==> src/sv/d1s_pkg.sv <==
`default_nettype none

package d1s_pkg;

    localparam int MAX_ROW_DEF = 1024;
    localparam int IDX_W       = 16;
    localparam int QDEPTH      = 4;
    localparam int PADDR_W     = 5;

    localparam logic [2:0] REG_ROW_WIDTH = 3'd0;
    localparam logic [2:0] REG_STRIDE    = 3'd1;
    localparam logic [2:0] REG_PADDING   = 3'd2;
    localparam logic [2:0] REG_DILATION  = 3'd3;
    localparam logic [2:0] REG_MODULATED = 3'd4;

    localparam logic [10:0] ROW_WIDTH_RST = 11'd1024;
    localparam logic [4:0]  STRIDE_RST    = 5'd1;
    localparam logic [7:0]  PADDING_RST   = 8'd0;
    localparam logic [4:0]  DILATION_RST  = 5'd1;

    localparam logic ACT_LOAD   = 1'b0;
    localparam logic ACT_SAMPLE = 1'b1;

    typedef struct packed {
        logic [10:0] row_width;
        logic [4:0]  stride;
        logic [7:0]  padding;
        logic [4:0]  dilation;
        logic        modulated;
    } t_cfg;

    // one classified item between front and back
    typedef struct packed {
        logic             is_load;
        logic             in_range;
        logic             lv;
        logic             rv;
        logic [IDX_W-1:0] idx_lo;
        logic [IDX_W-1:0] idx_hi;
        logic [7:0]       frac;
        logic [15:0]      data;
    } t_entry;

    localparam int ENTRY_W = $bits(t_entry);

endpackage

`default_nettype wire

==> src/sv/d1s_queue.sv <==
`default_nettype none

module d1s_queue #(
    parameter int W     = d1s_pkg::ENTRY_W,
    parameter int DEPTH = d1s_pkg::QDEPTH
) (
    input  wire logic         i_clk,
    input  wire logic         i_rst_n,
    input  wire logic         i_push,
    input  wire logic [W-1:0] i_wdata,
    output logic              o_full,
    input  wire logic         i_pop,
    output logic [W-1:0]      o_rdata,
    output logic              o_empty
);

    localparam int PW = (DEPTH > 1) ? $clog2(DEPTH) : 1;
    localparam int CW = $clog2(DEPTH + 1);

    logic [W-1:0]  r_mem [DEPTH];
    logic [PW-1:0] r_wp, n_wp;
    logic [PW-1:0] r_rp, n_rp;
    logic [CW-1:0] r_cnt, n_cnt;
    logic          do_push, do_pop;

    assign o_full  = (r_cnt == CW'(DEPTH));
    assign o_empty = (r_cnt == '0);
    assign do_push = i_push && !o_full;
    assign do_pop  = i_pop && !o_empty;
    assign o_rdata = r_mem[r_rp];

    always_comb begin
        n_wp  = r_wp;
        n_rp  = r_rp;
        n_cnt = r_cnt;
        if (do_push) begin
            n_wp = (r_wp == PW'(DEPTH - 1)) ? '0 : r_wp + 1'b1;
        end
        if (do_pop) begin
            n_rp = (r_rp == PW'(DEPTH - 1)) ? '0 : r_rp + 1'b1;
        end
        if (do_push && !do_pop) begin
            n_cnt = r_cnt + 1'b1;
        end else if (do_pop && !do_push) begin
            n_cnt = r_cnt - 1'b1;
        end
    end

    always_ff @(posedge i_clk) begin
        if (!i_rst_n) begin
            r_wp  <= '0;
            r_rp  <= '0;
            r_cnt <= '0;
        end else begin
            r_wp  <= n_wp;
            r_rp  <= n_rp;
            r_cnt <= n_cnt;
        end
    end

    always_ff @(posedge i_clk) begin
        if (do_push) begin
            r_mem[r_wp] <= i_wdata;
        end
    end

endmodule

`default_nettype wire

==> config.mk <==
export PLATFORM = sky130hd
export DESIGN_NAME = d1s_queue
export DESIGN_NICKNAME = d
export VERILOG_FILES = /design/src/sv/d1s_pkg.sv /design/src/sv/d1s_queue.sv
export SDC_FILE = /design/constraint.sdc
export NUM_CORES = 1
export LEC_CHECK = 0
export ABC_CLOCK_PERIOD_IN_PS = 4000
export BUFFER_PORTS_ARGS = -buffer_cell sky130_fd_sc_hd__buf_2
export CELL_PAD_IN_SITES_DETAIL_PLACEMENT = 0
export CELL_PAD_IN_SITES_GLOBAL_PLACEMENT = 1
export CORE_MARGIN = 1
export CORE_UTILIZATION = 54
export CTS_CLUSTER_SIZE = 10
export DETAILED_ROUTE_END_ITERATION = 10
export HOLD_SLACK_MARGIN = 0.03
export MAX_ROUTING_LAYER = met4
export PLACE_DENSITY_LB_ADDON = 0.1
export SYNTH_ARGS = -nofsm -noshare
export SYNTH_HDL_FRONTEND = slang
export SYNTH_SLANG_ARGS = --single-unit
==> constraint.sdc <==
create_clock -name i_clk -period 4 [get_ports i_clk]
set_input_delay 0.8 -clock i_clk [delete_from_list [all_inputs] [get_ports i_clk]]
set_output_delay 0.8 -clock i_clk [all_outputs]
set_load 0.03 [all_outputs]
==> impl_metrics.prom <==
# TYPE chip_impl_metric gauge
chip_impl_info{name="hold_path.startpoint",value="r_wp[1]"} 1
chip_impl_metric{name="cts_htree_levels",unit=""} 1
chip_impl_metric{name="netlist-cell-type-count",unit=""} 25
chip_impl_metric{name="grt_first_pass_wirelength",unit="um"} 24400
chip_impl_info{name="cts-root-buf",value="sky130_fd_sc_hd__clkbuf_16"} 1
chip_impl_info{name="rsz0062_at_grt",value="false"} 1
chip_impl_metric{name="die_height",unit="um"} 132.6
chip_impl_metric{name="postLayoutCellArea",unit="mm^2"} 0.01074
chip_impl_metric{name="drt_wirelength",unit="um"} 15780
chip_impl_info{name="reg2reg_from",value="r_cnt[0]"} 1
chip_impl_metric{name="die_area",unit="mm^2"} 0.01757
chip_impl_metric{name="antenna_found_initial",unit=""} 0
chip_impl_metric{name="finalWorstPathRequiredPeriod",unit="ns"} 3.164
chip_impl_metric{name="vias_per_cell",unit=""} 5.542
chip_impl_metric{name="crit_fanout",unit=""} 27
chip_impl_info{name="worstHoldPathType",value="reg -> reg"} 1
chip_impl_metric{name="dieWidth",unit="um"} 132.6
chip_impl_metric{name="placed_cell_area",unit="mm^2"} 0.009976
chip_impl_metric{name="clk-insertion-delay-late",unit="ns"} 0.51
chip_impl_metric{name="critPathArrivalTime",unit="ns"} 2.36
chip_impl_metric{name="num_antenna_cells",unit=""} 0
chip_impl_metric{name="yosys_warnings",unit=""} 0
chip_impl_metric{name="vdd_ir_drop_max",unit="mV"} 0.5499
chip_impl_metric{name="synth.avg_cell_area",unit="um^2"} 25.22
chip_impl_info{name="final_common_cell",value="sky130_fd_sc_hd__edfxtp_1"} 1
chip_impl_metric{name="timing.slew.headroom",unit=""} 0.3530
chip_impl_metric{name="total_leakage_power",unit="nW"} 3.611
chip_impl_metric{name="grt_max_degree",unit=""} 61
chip_impl_metric{name="drt_pre_antenna_iters",unit=""} 4
chip_impl_info{name="kind_of_start_point_of_the_critical_path",value="flop"} 1
chip_impl_metric{name="vias_in_the_first_global_route",unit=""} 4408
chip_impl_metric{name="drt-wirelength-per-cell",unit="um"} 21.43
chip_impl_metric{name="tightest_slew",unit="ns"} 0.9705
chip_impl_metric{name="finalCoreUtilization",unit=""} 0.6478
chip_impl_metric{name="buffer_ports.inserted",unit=""} 125
chip_impl_metric{name="hold_path_depth",unit=""} 2
chip_impl_metric{name="total_i_o_pin_count",unit=""} 126
chip_impl_metric{name="fill_cells",unit=""} 1122
chip_impl_metric{name="final_nets",unit=""} 577
chip_impl_metric{name="core_area",unit="mm^2"} 0.01658
chip_impl_metric{name="clk_transition_reported_paths",unit="ns"} 0.06
chip_impl_metric{name="worst_case_reg_to_reg_path_depth",unit=""} 8
chip_impl_metric{name="clock.fmax",unit="MHz"} 316.1
chip_impl_metric{name="fin_skew",unit="ns"} 0.006705
chip_impl_metric{name="setup_violations",unit=""} 0
chip_impl_metric{name="syn_nets",unit=""} 436
chip_impl_metric{name="synth_cells",unit=""} 365
chip_impl_metric{name="final_max_slew_viol_count",unit=""} 0
chip_impl_info{name="worstHoldEndpoint",value="r_wp[1]"} 1
chip_impl_metric{name="numCtsBuffers",unit=""} 28
chip_impl_metric{name="sequential_cell_area",unit="mm^2"} 0.007395
chip_impl_metric{name="report.final.hold_viol_count",unit=""} 0
chip_impl_info{name="status",value="complete, no violations"} 1
chip_impl_metric{name="tritoncts_sinks",unit=""} 249
chip_impl_metric{name="antenna_violating_nets_left",unit=""} 0
chip_impl_metric{name="drv.max_cap_violation_count",unit=""} 0
chip_impl_metric{name="p_per_area",unit="mW/mm^2"} 685.8
chip_impl_info{name="layout_common_cells",value="sky130_fd_sc_hd__edfxtp_1, sky130_fd_sc_hd__buf_2, sky130_fd_sc_hd__mux4_2"} 1
chip_impl_metric{name="grtUsageTotal",unit=""} 0.1919
chip_impl_metric{name="fin_setup_tns",unit="ns"} 0
chip_impl_metric{name="core.rowCount",unit=""} 47
chip_impl_info{name="worstSetupPathType",value="reg -> out"} 1
chip_impl_metric{name="post_cts_buffers",unit=""} 0
chip_impl_metric{name="post-route-period-util",unit=""} 0.7910
chip_impl_metric{name="detailroute.via_count",unit=""} 4079
chip_impl_metric{name="max-clock-path-buffers",unit=""} 3
chip_impl_metric{name="final_weighted_congestion_in_routability_driven_placement",unit=""} 0.6581
chip_impl_metric{name="worst_ep_required_time",unit="ns"} 3.20
chip_impl_metric{name="synth_area",unit="mm^2"} 0.009204
chip_impl_metric{name="dp_hpwl",unit="um"} 8396
chip_impl_info{name="critPathCaptureType",value="output pin"} 1
chip_impl_metric{name="synth-seq-area-share",unit=""} 0.8026
chip_impl_metric{name="floorplan.initialDensity",unit=""} 0.5550
chip_impl_metric{name="multi_input_comb_area",unit="mm^2"} 0.001642
chip_impl_metric{name="cts_repair_resize_count",unit=""} 0
chip_impl_metric{name="layout-drive-gt1-share",unit=""} 0.4322
chip_impl_metric{name="syn_to_final_growth",unit="%"} 16.72
chip_impl_metric{name="drcViolationCount",unit=""} 0
chip_impl_metric{name="cts_hold_buf",unit=""} 0
chip_impl_info{name="worstReg2RegEnd",value="r_cnt[2]"} 1
chip_impl_metric{name="r2r_setup_slack",unit="ns"} 1.51
chip_impl_metric{name="detail_route.iter0.violations",unit=""} 230
chip_impl_metric{name="grt_overflow",unit=""} 0
chip_impl_metric{name="synth-seq-cells",unit=""} 249
chip_impl_info{name="tritoncts",value="done"} 1
cell type report:
type,count,area share
repair buffers,127,0.06080
clock buffers,40,0.07140
multi-input cells,97,0.1528
flip-flops and latches,249,0.6883
well taps,220,0.02562
inverters,3,0.001048
power breakdown:
part           total [W]  switching (W)  internal (W)
Sequential       0.00337       0.000186       0.00319
Combinational    0.00181        0.00110      0.000709
Clock            0.00219       0.000884       0.00130
state kept, by name, summed over array words and instances, names as in the netlist, named ones only:
name	count
r_mem	240
r_rp	2
r_wp	2
r_cnt	3
logic make-up after synthesis:
group / Yosys count / share of synthesized area
xor+xnor: 2 / 0.001904
compound gates: 5 / 0.003263
buf+inv: 19 / 0.02012
flops: 249 / 0.8026
fa+ha+maj: 7 / 0.01033
mux: 63 / 0.1501
simple gates: 20 / 0.01169
worst max path at each step:
stage | slack [ns] | end
after floorplan | 1.07 | r_mem[0][0]
after global placement | 1.28 | r_cnt[2]
after detailed placement | 1.18 | r_cnt[2]
after CTS | 0.74 | o_rdata[15]
after global routing | 0.66 | o_rdata[15]
final | 0.84 | o_rdata[7]
worst max-delay path: stages, from the launching register on:
cell and delay, ns:
sky130_fd_sc_hd__dfxtp_4 0.72, sky130_fd_sc_hd__buf_4 0.36, sky130_fd_sc_hd__mux4_2 0.55, sky130_fd_sc_hd__buf_2 0.20
metrics by stage:
| step | cells | setup slack (ns) | hold WS, ns | power (W) |
|---|---|---|---|---|
| 2_1_floorplan | 365 | 1.070 | 0.4677 | 0.004832 |
| 4_1_cts | 736 | 0.7356 | 0.4762 | 0.007461 |
| 3_5_place_dp | 696 | 1.178 | 0.4869 | 0.005268 |
| 5_1_grt | 736 | 0.6561 | 0.4827 | 0.007649 |
| 3_3_place_gp | 696 | 1.280 | 0.4872 | 0.005236 |
| 6_report | 736 | 0.8360 | 0.4915 | 0.007368 |
synthesized netlist by cell type (all sizes together):
cell | count | area (um^2)
o31ai | 1 | 7.510
nand2 | 6 | 22.52
ha | 6 | 75.07
nor3 | 1 | 5.000
xnor2 | 1 | 8.760
mux2i | 3 | 30.03
buf | 15 | 170.2
xor2 | 1 | 8.760
inv | 3 | 11.26
nor2b | 2 | 12.51
nand3 | 2 | 10.01
dfxtp | 9 | 180.2
fa | 1 | 20.02
o21ai | 3 | 15.01
clkbuf | 1 | 3.750
nor2 | 2 | 7.510
and2 | 5 | 31.28
a21boi | 1 | 7.510
or3 | 1 | 6.260
edfxtp | 240 | 7207
mux4 | 60 | 1351
nor3b | 1 | 12.51
metal layers:
metal	share of wire	up-vias	GRT usage
met1	0.41	2127	0.2483
met3	0.043	21	0.03333
li1	-	1821	-
met5	0	-	-
met2	0.53	110	0.3187
met4	0.018	0	0.05045
Power figures use the tool's default switching activity.
