--- src/sv/d1s_pkg.sv ---
`default_nettype none

package d1s_pkg;

    localparam int MAX_ROW_DEF = 1024;
    localparam int IDX_W       = 16;
    localparam int QDEPTH      = 4;
    localparam int PADDR_W     = 5;

    localparam logic [2:0] REG_ROW_WIDTH = 3'd0;
    localparam logic [2:0] REG_STRIDE    = 3'd1;
    localparam logic [2:0] REG_PADDING   = 3'd2;
    localparam logic [2:0] REG_DILATION  = 3'd3;
    localparam logic [2:0] REG_MODULATED = 3'd4;

    localparam logic [10:0] ROW_WIDTH_RST = 11'd1024;
    localparam logic [4:0]  STRIDE_RST    = 5'd1;
    localparam logic [7:0]  PADDING_RST   = 8'd0;
    localparam logic [4:0]  DILATION_RST  = 5'd1;

    localparam logic ACT_LOAD   = 1'b0;
    localparam logic ACT_SAMPLE = 1'b1;

    typedef struct packed {
        logic [10:0] row_width;
        logic [4:0]  stride;
        logic [7:0]  padding;
        logic [4:0]  dilation;
        logic        modulated;
    } t_cfg;

    // one classified item between front and back
    typedef struct packed {
        logic             is_load;
        logic             in_range;
        logic             lv;
        logic             rv;
        logic [IDX_W-1:0] idx_lo;
        logic [IDX_W-1:0] idx_hi;
        logic [7:0]       frac;
        logic [15:0]      data;
    } t_entry;

    localparam int ENTRY_W = $bits(t_entry);

endpackage

`default_nettype wire

--- src/sv/d1s_front.sv ---
`default_nettype none

module d1s_front #(
    parameter int MAX_ROW = d1s_pkg::MAX_ROW_DEF
) (
    input  wire logic          i_clk,
    input  wire logic          i_rst_n,
    input  wire d1s_pkg::t_cfg i_cfg,
    input  wire logic          i_valid,
    output logic               o_ready,
    input  wire logic          i_action,
    input  wire logic [9:0]    i_load_index,
    input  wire logic [15:0]   i_load_value,
    input  wire logic [9:0]    i_out_pos,
    input  wire logic [3:0]    i_tap,
    input  wire logic [17:0]   i_offset,
    input  wire logic [15:0]   i_weight,
    output logic               o_push,
    output d1s_pkg::t_entry    o_entry,
    input  wire logic          i_full
);

    logic        r_valid;
    logic        r_is_load;
    logic [9:0]  r_lidx;
    logic [15:0] r_lval;
    logic [14:0] r_pos_prod;
    logic [8:0]  r_tap_prod;
    logic [17:0] r_offset;
    logic [15:0] r_mask;

    logic [14:0]        pos_prod;
    logic [8:0]         tap_prod;
    logic [10:0]        w_eff;
    logic signed [16:0] base;
    logic signed [25:0] xq;
    logic signed [25:0] t;
    logic [10:0]        hi;
    logic               in_rng;
    logic               drop;
    logic               fwd;

    assign pos_prod = i_out_pos * i_cfg.stride;
    assign tap_prod = i_tap * i_cfg.dilation;

    assign drop    = r_is_load && (32'(r_lidx) >= MAX_ROW);
    assign fwd     = r_valid && (!i_full || drop);
    assign o_ready = !r_valid || fwd;
    assign o_push  = r_valid && !i_full && !drop;

    always_ff @(posedge i_clk) begin
        if (!i_rst_n) begin
            r_valid <= 1'b0;
        end else if (o_ready) begin
            r_valid <= i_valid;
        end
    end

    always_ff @(posedge i_clk) begin
        if (o_ready && i_valid) begin
            r_is_load  <= (i_action == d1s_pkg::ACT_LOAD);
            r_lidx     <= i_load_index;
            r_lval     <= i_load_value;
            r_pos_prod <= pos_prod;
            r_tap_prod <= tap_prod;
            r_offset   <= i_offset;
            r_mask     <= i_weight;
        end
    end

    // position in 1/256 sample units, range check against the clamped width
    always_comb begin
        if (32'(i_cfg.row_width) > MAX_ROW) begin
            w_eff = 11'(MAX_ROW);
        end else begin
            w_eff = i_cfg.row_width;
        end
        base   = $signed({2'b00, r_pos_prod}) - $signed({9'd0, i_cfg.padding})
               + $signed({8'd0, r_tap_prod});
        xq     = $signed({base[16], base, 8'd0})
               + $signed({{8{r_offset[17]}}, r_offset});
        t      = xq + 26'sd256;
        in_rng = (xq > -26'sd256) && (xq < $signed({7'd0, w_eff, 8'd0}));
        hi     = t[18:8];
    end

    always_comb begin
        o_entry = '0;
        if (r_is_load) begin
            o_entry.is_load = 1'b1;
            o_entry.idx_lo  = d1s_pkg::IDX_W'(r_lidx);
            o_entry.data    = r_lval;
        end else begin
            o_entry.is_load  = 1'b0;
            o_entry.in_range = in_rng;
            o_entry.lv       = in_rng && (hi != 11'd0);
            o_entry.rv       = in_rng && (hi < w_eff);
            o_entry.idx_hi   = d1s_pkg::IDX_W'(hi);
            o_entry.idx_lo   = d1s_pkg::IDX_W'(hi) - 1'b1;
            o_entry.frac     = t[7:0];
            o_entry.data     = r_mask;
        end
    end

endmodule

`default_nettype wire

--- config.mk ---
export PLATFORM = sky130hd
export DESIGN_NAME = d1s_front
export DESIGN_NICKNAME = d
export VERILOG_FILES = /design/src/sv/d1s_pkg.sv /design/src/sv/d1s_front.sv
export SDC_FILE = /design/constraint.sdc
export NUM_CORES = 1
export LEC_CHECK = 0
export ABC_AREA = 0
export BUFFER_PORTS_ARGS = -buffer_cell sky130_fd_sc_hd__buf_2
export CAP_MARGIN = 20
export CELL_PAD_IN_SITES_DETAIL_PLACEMENT = 0
export CELL_PAD_IN_SITES_GLOBAL_PLACEMENT = 1
export CORE_MARGIN = 2
export CORE_UTILIZATION = 46
export CTS_BUF_LIST = sky130_fd_sc_hd__clkbuf_16
export DETAILED_ROUTE_END_ITERATION = 8
export GPL_TIMING_DRIVEN = 0
export PLACE_DENSITY_LB_ADDON = 0.15
export SYNTH_ARGS = -nofsm -noshare
export SYNTH_HDL_FRONTEND = slang
export SYNTH_SLANG_ARGS = --single-unit
export TNS_END_PERCENT = 50
--- constraint.sdc ---
create_clock -name i_clk -period 8.9 [get_ports i_clk]
set_input_delay 0.445 -clock i_clk [delete_from_list [all_inputs] [get_ports i_clk]]
set_output_delay 0.445 -clock i_clk [all_outputs]
set_load 0.03 [all_outputs]
==> metrics, run 1 <==
RSZ-0062 raised after global routing=no; io pins=171; fillers=1532; routed length per instance=13.9 µm; final wirelength=16.6 mm; type of destination of the critical path=output pin; Post-synth ARST share=0%; fmax=138 MHz; Arr. time, crit path=6820 ps; Num CTS Buffers=9; Die X=135 µm; DR iter-0 viols=230; vias in the first global route=5806; via density per instance=5.10; top-area cell type share of the netlist area=32.4%; Setup Viol. Count Final=0; 1st-pass router iterations=6; Max Cap Viol=0; global route overflow=0; clk slew on worst S/H paths=70 ps; clk_lat worst skew=340 ps; layout cells sized above 1=22.6%; Final Hold Vio Count=0; CTS tree=done; Seq/Total Area, Yosys=32.7%; worst vdd ir=0.334 mV; Crit Path Max Fanout=5; Core Box Area=16600 µm²; flip-flop and latch count after synthesis=86; Row Count=47; area leader, netlist=edfxtp_1; global router's overall resource usage=19.0%; Die Span Y=135 µm; CP required=8460 ps; dpl cell area=9000 µm²; routability cong.=0.799; initial antenna violation count=0; Leak=0.00428 µW; Gate Count Post-Synth=793; Yosys cell types=63; PostCTS Resize Cnt=0; clock period minus worst slack=7260 ps; Initial Util=47.3%; Placed Cells=1179; DRC Markers=0; Crit Path Category=flip-flop to output pin; routed via count=6094; status=finished, final reports clean; Ys Warns=0; port bufs=161; Post-CTS Hold Buffers=0; slew of the pin with the lowest slew margin=726 ps; syn_area_per_cell=9.92 µm²; post-CTS repair timing setup buffer count=0; max_slew headroom=50.9%; clock root cell=clkbuf_16; Synth Flop Type=edfxtp_1; Final Max Tran Viols=0; clock skew=6.95 ps; nets=1206; number of non-filler instances in the completed layout=1195; number of synthesized flops with an enable pin=85; Final period util=81.6%; Area growth syn-to-layout=18.1%; first-pass GRT wire length=27.7 mm; Setup TNS=0 ps; DIE AREA=18200 µm²; synth top area cells=edfxtp_1 (32%), ha_1 (15%), fa_1 (8.4%), xnor2_1 (4.1%), and2_1 (3.5%); Bufs on Longest Clock Path=2; HP Class=primary input to flip-flop; Post-synth top cells=ha_1 (94), edfxtp_1 (85), nand2_1 (70), inv_1 (67), nor2_1 (50); largest net degree at the start of global routing=74; count leader, synth=ha_1; Cell Area, Synth=7870 µm²; crit start category=flip-flop; post-DP HPWL=13.7 mm; Ant. Diodes=0; Cell Pwr Density=404 nW/µm²; post-route ant nets=0; H-Tree Depth=3; Clock Sinks=86; design area=9300 µm²
[logic make-up (layout without fill, tap and decap cells)]
family | count (synthesis) | count (layout) | synth area share (%)
mux | 22 | 22 | 3.10
compound gates | 137 | 137 | 11.5
buf+inv | 89 | 267 | 4.82
flops | 86 | 86 | 32.7
xor+xnor | 57 | 57 | 6.34
other cells | 1 | 5 | 0.0476
simple gates | 274 | 274 | 18.1
fa+ha+maj | 127 | 127 | 23.3
[worst paths after layout]
check | to | depth (start not counted) | startpoint | slack, ps
max | o_entry[56] | 24 | r_pos_prod[0] | 1640
min | r_mask[0] | 1 | i_weight[0] | 270
max reg2reg | r_offset[11] | 3 | r_valid | 7500
min reg2reg | r_valid | 2 | r_valid | 540
[final cells by class]
class	instances	area, µm²	share of cell area, %
Clock inverter	7	75.1	0.808
Buffer	22	128	1.37
Multi-Input combinational cell	622	4940	53.1
Tap cell	220	275	2.96
Timing Repair Buffer	162	833	8.96
Clock buffer	9	225	2.42
Sequential cell	86	2570	27.7
Inverter	67	251	2.71
[metal layers]
metal  up-vias  GRT usage (%)  share of wire, %
met2       115           31.8                47
met3        22           2.74               3.5
met1      2794           25.0                47
met4         0           6.90               2.5
li1       3163              -                 -
met5         -              0                 0
[critical path: stages, from the launching register on]
cell	delay (ps)
edfxtp_1	320
inv_1	50
ha_1	190
fa_1	410
nor2b_1	120
o21ai_0	100
a21boi_0	400
o21a_1	170
nor2_1	50
xnor2_1	130
ha_1	230
o41ai_1	600
xnor2_1	130
ha_1	240
or4_1	500
o22ai_1	330
xnor2_1	310
ha_1	340
a211o_1	260
o221a_2	220
or4_1	520
nor4_1	290
a21oi_1	140
a211oi_2	210
buf_2	220
[where the power goes]
group	internal [µW]	switching (µW)	leakage, µW
logic	1140	1710	0.00331
registers	507	26.7	0.000833
clock network	219	163	0.000144
total	1860	1900	0.00428
[placed cells by master, fill, tap and decap left out, drive strengths merged, types with 4 or more instances in the layout]
master | synthesis | routed
buf | 11 | 173
ha | 94 | 94
edfxtp | 85 | 85
nand2 | 70 | 70
inv | 67 | 70
nor2 | 50 | 50
and2 | 44 | 44
xnor2 | 37 | 37
a21oi | 37 | 37
fa | 33 | 33
o21ai | 31 | 31
nor2b | 28 | 28
xor2 | 20 | 20
clkbuf | 11 | 20
mux2 | 19 | 19
nor3 | 16 | 16
a21o | 15 | 15
nand3 | 13 | 13
nand4 | 8 | 8
and3 | 7 | 7
nor4 | 7 | 7
or2 | 5 | 5
o21a | 5 | 5
a2111oi | 5 | 5
o21bai | 5 | 5
conb | 1 | 5
nand2b | 4 | 4
or4 | 4 | 4
nor3b | 4 | 4
a21boi | 4 | 4
or3 | 4 | 4
a31oi | 4 | 4
o211ai | 4 | 4
[metrics by stage]
| step | hold slack [ps] | power, µW | setup slack, ps | utilization (%) |
|---|---|---|---|---|
| floorplan | 487 | 2780 | 2340 | - |
| global placement | 523 | 3400 | 1730 | 53.9 |
| detailed placement | 527 | 3410 | 1710 | 54.1 |
| CTS | 252 | 3800 | 1530 | 55.9 |
| global route | 248 | 4160 | 1010 | 55.9 |
| finish | 265 | 3760 | 1640 | 55.9 |
[registers in the layout (all words and copies together) (netlist names)]
name,flops
r_lval,16
r_tap_prod,9
r_lidx,10
r_pos_prod,15
r_valid,1
r_mask,16
r_offset,18
r_is_load,1
(Power assumes the default switching activity.)
==> run 2: changes to the inputs <==
--- a/config.mk
+++ b/config.mk
@@ -11,7 +11,7 @@
 export CELL_PAD_IN_SITES_DETAIL_PLACEMENT = 0
 export CELL_PAD_IN_SITES_GLOBAL_PLACEMENT = 1
 export CORE_MARGIN = 2
-export CORE_UTILIZATION = 46
+export CORE_UTILIZATION = 39
 export CTS_BUF_LIST = sky130_fd_sc_hd__clkbuf_16
 export DETAILED_ROUTE_END_ITERATION = 8
 export GPL_TIMING_DRIVEN = 0
==> constraint.sdc (replaced) <==
create_clock -name i_clk -period 6.2 [get_ports i_clk]
set_input_delay 0.31 -clock i_clk [delete_from_list [all_inputs] [get_ports i_clk]]
set_output_delay 0.31 -clock i_clk [all_outputs]
set_load 0.03 [all_outputs]
==> metrics, run 2 (synthesis results as in run 1) <==
final worst-path setup slack=124 ps (was 1640 ps); Clock Sinks=86 (unchanged); max_slew headroom=60.3% (was 50.9%); HP Start=i_offset[7] (was i_weight[0]); Bufs on Longest Clock Path=2 (unchanged); post-route ant nets=0 (unchanged); CTS tree=done (unchanged); Crit Path Max Fanout=5 (unchanged); first-pass GRT wire length=29.7 mm (was 27.7 mm); vias in the first global route=6005 (was 5806); Reg-to-Reg End=r_lidx[6] (was r_offset[11]); Ant. Diodes=0 (unchanged); Num CTS Buffers=9 (unchanged); routed length per instance=14.3 µm (was 13.9 µm); RSZ-0062 raised after global routing=yes (was no); Die X=146 µm (was 135 µm); clk slew on worst S/H paths=70 ps (about the same); Storage cell area=2570 µm² (unchanged); Core Box Area=19700 µm² (was 16600 µm²); Crit Path Category=flip-flop to output pin (unchanged); WHS Endpoint=r_offset[7] (was r_mask[0]); clock root cell=clkbuf_16 (unchanged); nets=1242 (was 1206); io pins=171 (unchanged); layout cells sized above 1=32.7% (was 22.6%); via density per instance=4.90 (was 5.10); clk_lat worst skew=340 ps (about the same); CP required=5890 ps (was 8460 ps); max FFs per register=18 (unchanged); worst hold slack=135 ps (was 265 ps); most frequent cells in the layout=buf_2 (158), edfxtp_1 (85), ha_1 (82) (was buf_2 (161), ha_1 (94), edfxtp_1 (85)); fillers=1877 (was 1532); global router's overall resource usage=17.0% (was 19.0%); DR iter-0 viols=176 (was 230); type of destination of the critical path=output pin (unchanged); Reg2Reg Launch Point=r_valid (unchanged); DRC Markers=0 (unchanged); port bufs=161 (unchanged); R2R depth=3 (unchanged); global route overflow=0 (unchanged); initial antenna violation count=0 (unchanged); clock period minus worst slack=6080 ps; Final Hold Vio Count=0 (unchanged); Max Cap Viol=0 (unchanged); Row Count=51 (was 47); H-Tree Depth=3 (unchanged); largest net degree at the start of global routing=46 (was 74); clock skew=4.72 ps (was 6.95 ps); biggest regs=r_offset x18, r_lval x16, r_mask x16 (unchanged); crit start category=flip-flop (unchanged); most common cell after layout, fill and taps aside=buf_2 (unchanged); Post-CTS Hold Buffers=0 (unchanged); Largest Register=r_offset (unchanged); Final Max Tran Viols=0 (unchanged); Arr. time, crit path=5770 ps (was 6820 ps); routed via count=6253 (was 6094); Final period util=98.0%; status=finished, final reports clean (unchanged); hold path depth=1 (unchanged); post-DP HPWL=14.3 mm (was 13.7 mm); Area growth syn-to-layout=29.9% (was 18.1%); HP Class=primary input to flip-flop (unchanged); dpl ws=-680 ps (was 1710 ps); final wirelength=18.2 mm (was 16.6 mm); slew of the pin with the lowest slew margin=596 ps (was 726 ps); Reg2Reg Setup Slack=4630 ps (was 7500 ps); DIE AREA=21300 µm² (was 18200 µm²); 1st-pass router iterations=4 (was 6); Setup Viol. Count Final=0 (unchanged); Initial Util=40.0% (was 47.3%); fmax=165 MHz; Multi-input gate area=5490 µm² (was 4940 µm²); Finished Core Util=52.0% (was 55.9%); Die Span Y=146 µm (was 135 µm); routability cong.=0.807 (was 0.799)
[run 2: cell types whose count changed in the layout (fill, tap and decap cells not counted), sizes merged]
cell	before	now
clkinv	1	2
buf	173	210
clkbuf	20	19
bufinv	1	2
clkinvlp	2	1
inv	70	69
[run 2: timing repair]
| item | CTS | global route |
|---|---|---|
| setup buffers | 32 | 10 |
| endpoints found under the setup margin | 11 | 9 |
| resized for setup | 72 | 45 |
| pin swaps | 34 | 20 |
[run 2: cell type report]
cell class              count  share of cell area (%)
plain buffers              21                    1.21
clock buffers               9                    2.20
clock inverters             7                   0.979
inverters                  67                    2.46
multi-input cells         622                    53.7
flip-flops and latches     86                    25.2
well taps                 265                    3.24
repair buffers            199                    11.0
[run 2: worst max path at each step]
stage,from,to,slack [ps],cells after the start
floorplan,r_pos_prod[1],o_entry[56],40,24
global placement,i_cfg[6],o_entry[56],-710,24
detailed placement,i_cfg[7],o_entry[56],-680,27
CTS,r_pos_prod[0],o_entry[54],-20,21
global route,r_pos_prod[0],o_entry[56],-140,23
finish,r_pos_prod[0],o_entry[56],120,23
[run 2: through the flow]
| stage | area [µm²] | cells | TNS, ps |
|---|---|---|---|
| 2_1_floorplan | 7890 | 797 | 0 |
| 3_3_place_gp | 9030 | 1223 | -1990 |
| 3_5_place_dp | 9050 | 1224 | -1910 |
| 4_1_cts | 9920 | 1266 | -83.6 |
| 5_1_grt | 10200 | 1276 | -239 |
| 6_report | 10200 | 1276 | 0 |
[run 2: routing by layer]
metal	routed length, µm	up-vias	GRT usage [%]
met5	0	-	0
met4	376	0	4.61
met3	557	24	2.13
met2	8850	107	29.9
met1	8410	2882	22.1
li1	-	3240	-
[run 2: critical path, cell delays in order (launching register included)]
cell and delay [ps]:
edfxtp_1 320, inv_1 50, ha_1 190, fa_2 560
inv_1 50, ha_1 260, a21o_1 170, a21oi_2 160
xnor2_1 150, ha_1 290, or2_2 300, o311a_1 190
o21ai_0 350, nor3b_4 320, nor2_1 140, ha_1 210
a21o_1 150, a211o_1 250, o221a_2 220, or4_4 420
nor4_4 230, a21oi_2 90, a211oi_2 150, buf_4 190
Power of run 2 is left out: the tool's default activity adds up to more than one toggle a clock period on the data nets, which glitch-free logic cannot reach.
==> run 3: changes to the inputs <==
--- a/config.mk
+++ b/config.mk
@@ -14,7 +14,6 @@
 export CORE_UTILIZATION = 39
 export CTS_BUF_LIST = sky130_fd_sc_hd__clkbuf_16
 export DETAILED_ROUTE_END_ITERATION = 8
-export GPL_TIMING_DRIVEN = 0
 export PLACE_DENSITY_LB_ADDON = 0.15
 export SYNTH_ARGS = -nofsm -noshare
 export SYNTH_HDL_FRONTEND = slang
==> metrics, run 3 (synthesis results as in run 1) <==
CP startpoint=r_pos_prod[1] (was r_pos_prod[0]); layout cells sized above 1=34.7% (was 32.7%); Num CTS Buffers=9 (unchanged); max_slew headroom=38.8% (was 60.3%); Crit Path Max Fanout=4 (was 5); CP max stage delay=550 ps (was 560 ps); Max Cap Viol=0 (unchanged); initial antenna violation count=2 (was 0); total buffers and inverters traversed by the critical path=4 (was 3); 1st-pass router iterations=4 (unchanged); R2R depth=3 (unchanged); WHS Endpoint=r_offset[7] (unchanged); Setup Viol. Count Final=0 (unchanged); clock period minus worst slack=6130 ps (was 6080 ps); routed via count=6305 (was 6253); Die X=146 µm (unchanged); number of non-filler instances in the completed layout=1309 (was 1276); DIE AREA=21300 µm² (unchanged); first-pass GRT wire length=29.5 mm (was 29.7 mm); dpl ws=-250 ps (was -680 ps); Area growth syn-to-layout=31.8% (was 29.9%); Core Box Area=19700 µm² (unchanged); biggest regs=r_offset x18, r_lval x16, r_mask x16 (unchanged); port bufs=164 (was 161); nets=1273 (was 1242); H-Tree Depth=3 (unchanged); via density per instance=4.82 (was 4.90); global route overflow=0 (unchanged); Die Span Y=146 µm (unchanged); routed length per instance=13.8 µm (was 14.3 µm); global router's overall resource usage=16.8% (was 17.0%); type of destination of the critical path=output pin (unchanged); Bufs on Longest Clock Path=2 (unchanged); max FFs per register=18 (unchanged); Reg2Reg Setup Slack=4680 ps (was 4630 ps); vias in the first global route=6233 (was 6005); Reg-to-Reg End=r_offset[12] (was r_lidx[6]); Row Count=51 (unchanged); most common cell after layout, fill and taps aside=buf_2 (unchanged); Final Max Tran Viols=0 (unchanged); Largest Register=r_offset (unchanged); final worst-path setup slack=73.4 ps (was 124 ps); DRC Markers=0 (unchanged); fmax=163 MHz (was 165 MHz); HP Start=i_offset[7] (unchanged); clk slew on worst S/H paths=70 ps (about the same); io pins=171 (unchanged); CTS tree=done (unchanged); clk_lat worst skew=350 ps (was 340 ps); worst hold slack=133 ps (was 135 ps); slowest CP cell=or4_4 (was fa_2); fillers=1897 (was 1877); Final Hold Vio Count=0 (unchanged); Placed Cells=1273 (was 1224); post-DP HPWL=14.5 mm (was 14.3 mm); status=finished, final reports clean (unchanged); Reg2Reg Launch Point=r_valid (unchanged); Arr. time, crit path=5820 ps (was 5770 ps); RSZ-0062 raised after global routing=yes (unchanged); hold path depth=1 (unchanged); Finished Core Util=52.8% (was 52.0%); clock root cell=clkbuf_16 (unchanged); CP required=5890 ps (about the same); final wirelength=18.0 mm (was 18.2 mm); DR iter-0 viols=230 (was 176); Final period util=98.8% (was 98.0%); clock skew=7.68 ps (was 4.72 ps); Crit Path Category=flip-flop to output pin (unchanged); Clock Sinks=86 (unchanged); HP Class=primary input to flip-flop (unchanged); crit start category=flip-flop (unchanged); CP top delay family=compound AO/OA/AOI/OAI gates (unchanged); slew of the pin with the lowest slew margin=918 ps (was 596 ps); largest net degree at the start of global routing=86 (was 46); Initial Util=40.0% (unchanged); most frequent cells in the layout=buf_2 (161), ha_1 (85), edfxtp_1 (85) (was buf_2 (158), edfxtp_1 (85), ha_1 (82)); post-route ant nets=0 (unchanged); routability cong.=0.779 (was 0.807)
run 3: cell count changes in the layout (fill, tap and decap cells not counted), moves of 4 or more:
cell,before,now
ha_4,8,4
xnor2_2,7,3
xnor2_1,29,33
clkbuf_1,10,0
buf_4,48,82
nor2_2,1,5
buf_6,2,7
run 3: cell type report:
| class | instances | area [µm²] | share of cell area, % |
|---|---|---|---|
| Clock buffer | 9 | 225 | 2.17 |
| Clock inverter | 7 | 103 | 0.989 |
| Inverter | 67 | 251 | 2.42 |
| Sequential cell | 86 | 2570 | 24.8 |
| Timing Repair Buffer | 251 | 1530 | 14.7 |
| Multi-Input combinational cell | 622 | 5360 | 51.6 |
| Tap cell | 265 | 332 | 3.20 |
| Antenna cell | 2 | 5.00 | 0.0483 |
run 3: worst reg2reg max path, delay by kind of cell (launching register included):
| kind | cells | cell delay, ps |
|---|---|---|
| buffers and inverters | 1 | 320 |
| DFF | 1 | 320 |
| and+or+nand+nor | 2 | 550 |
run 3: layer usage:
| layer | vias to the layer above | GRT usage, % | share of wire [%] | wire, µm |
|---|---|---|---|---|
| li1 | 3289 | - | - | - |
| met1 | 2893 | 21.3 | 45 | 8170 |
| met2 | 102 | 29.7 | 50 | 8980 |
| met3 | 21 | 2.19 | 2.9 | 519 |
| met4 | 0 | 5.24 | 2.0 | 353 |
| met5 | - | 0 | 0 | 0 |
run 3: worst max-delay path by stage:
stage                        endpoint  cells after the start
after floorplan           o_entry[56]                     24
after global placement    o_entry[57]                     28
after detailed placement  o_entry[57]                     28
after CTS                 o_entry[57]                     28
after global routing      o_entry[56]                     27
final                     o_entry[56]                     27
run 3: timing repair:
action,4_1_cts,5_1_grt
gates cloned,0,0
setup buffers,15,5
gates resized for setup,34,68
endpoints found under the setup margin,8,11
pin swaps,30,40
hold buffers,0,0
run 3: per-stage QoR:
stage	setup TNS [ps]	area (µm²)
CTS	-280	10000
global route	-876	10400
detailed placement	-555	9440
finish	0	10400
global placement	-343	9440
floorplan	0	7890
Power of run 3 is left out for the same reason.
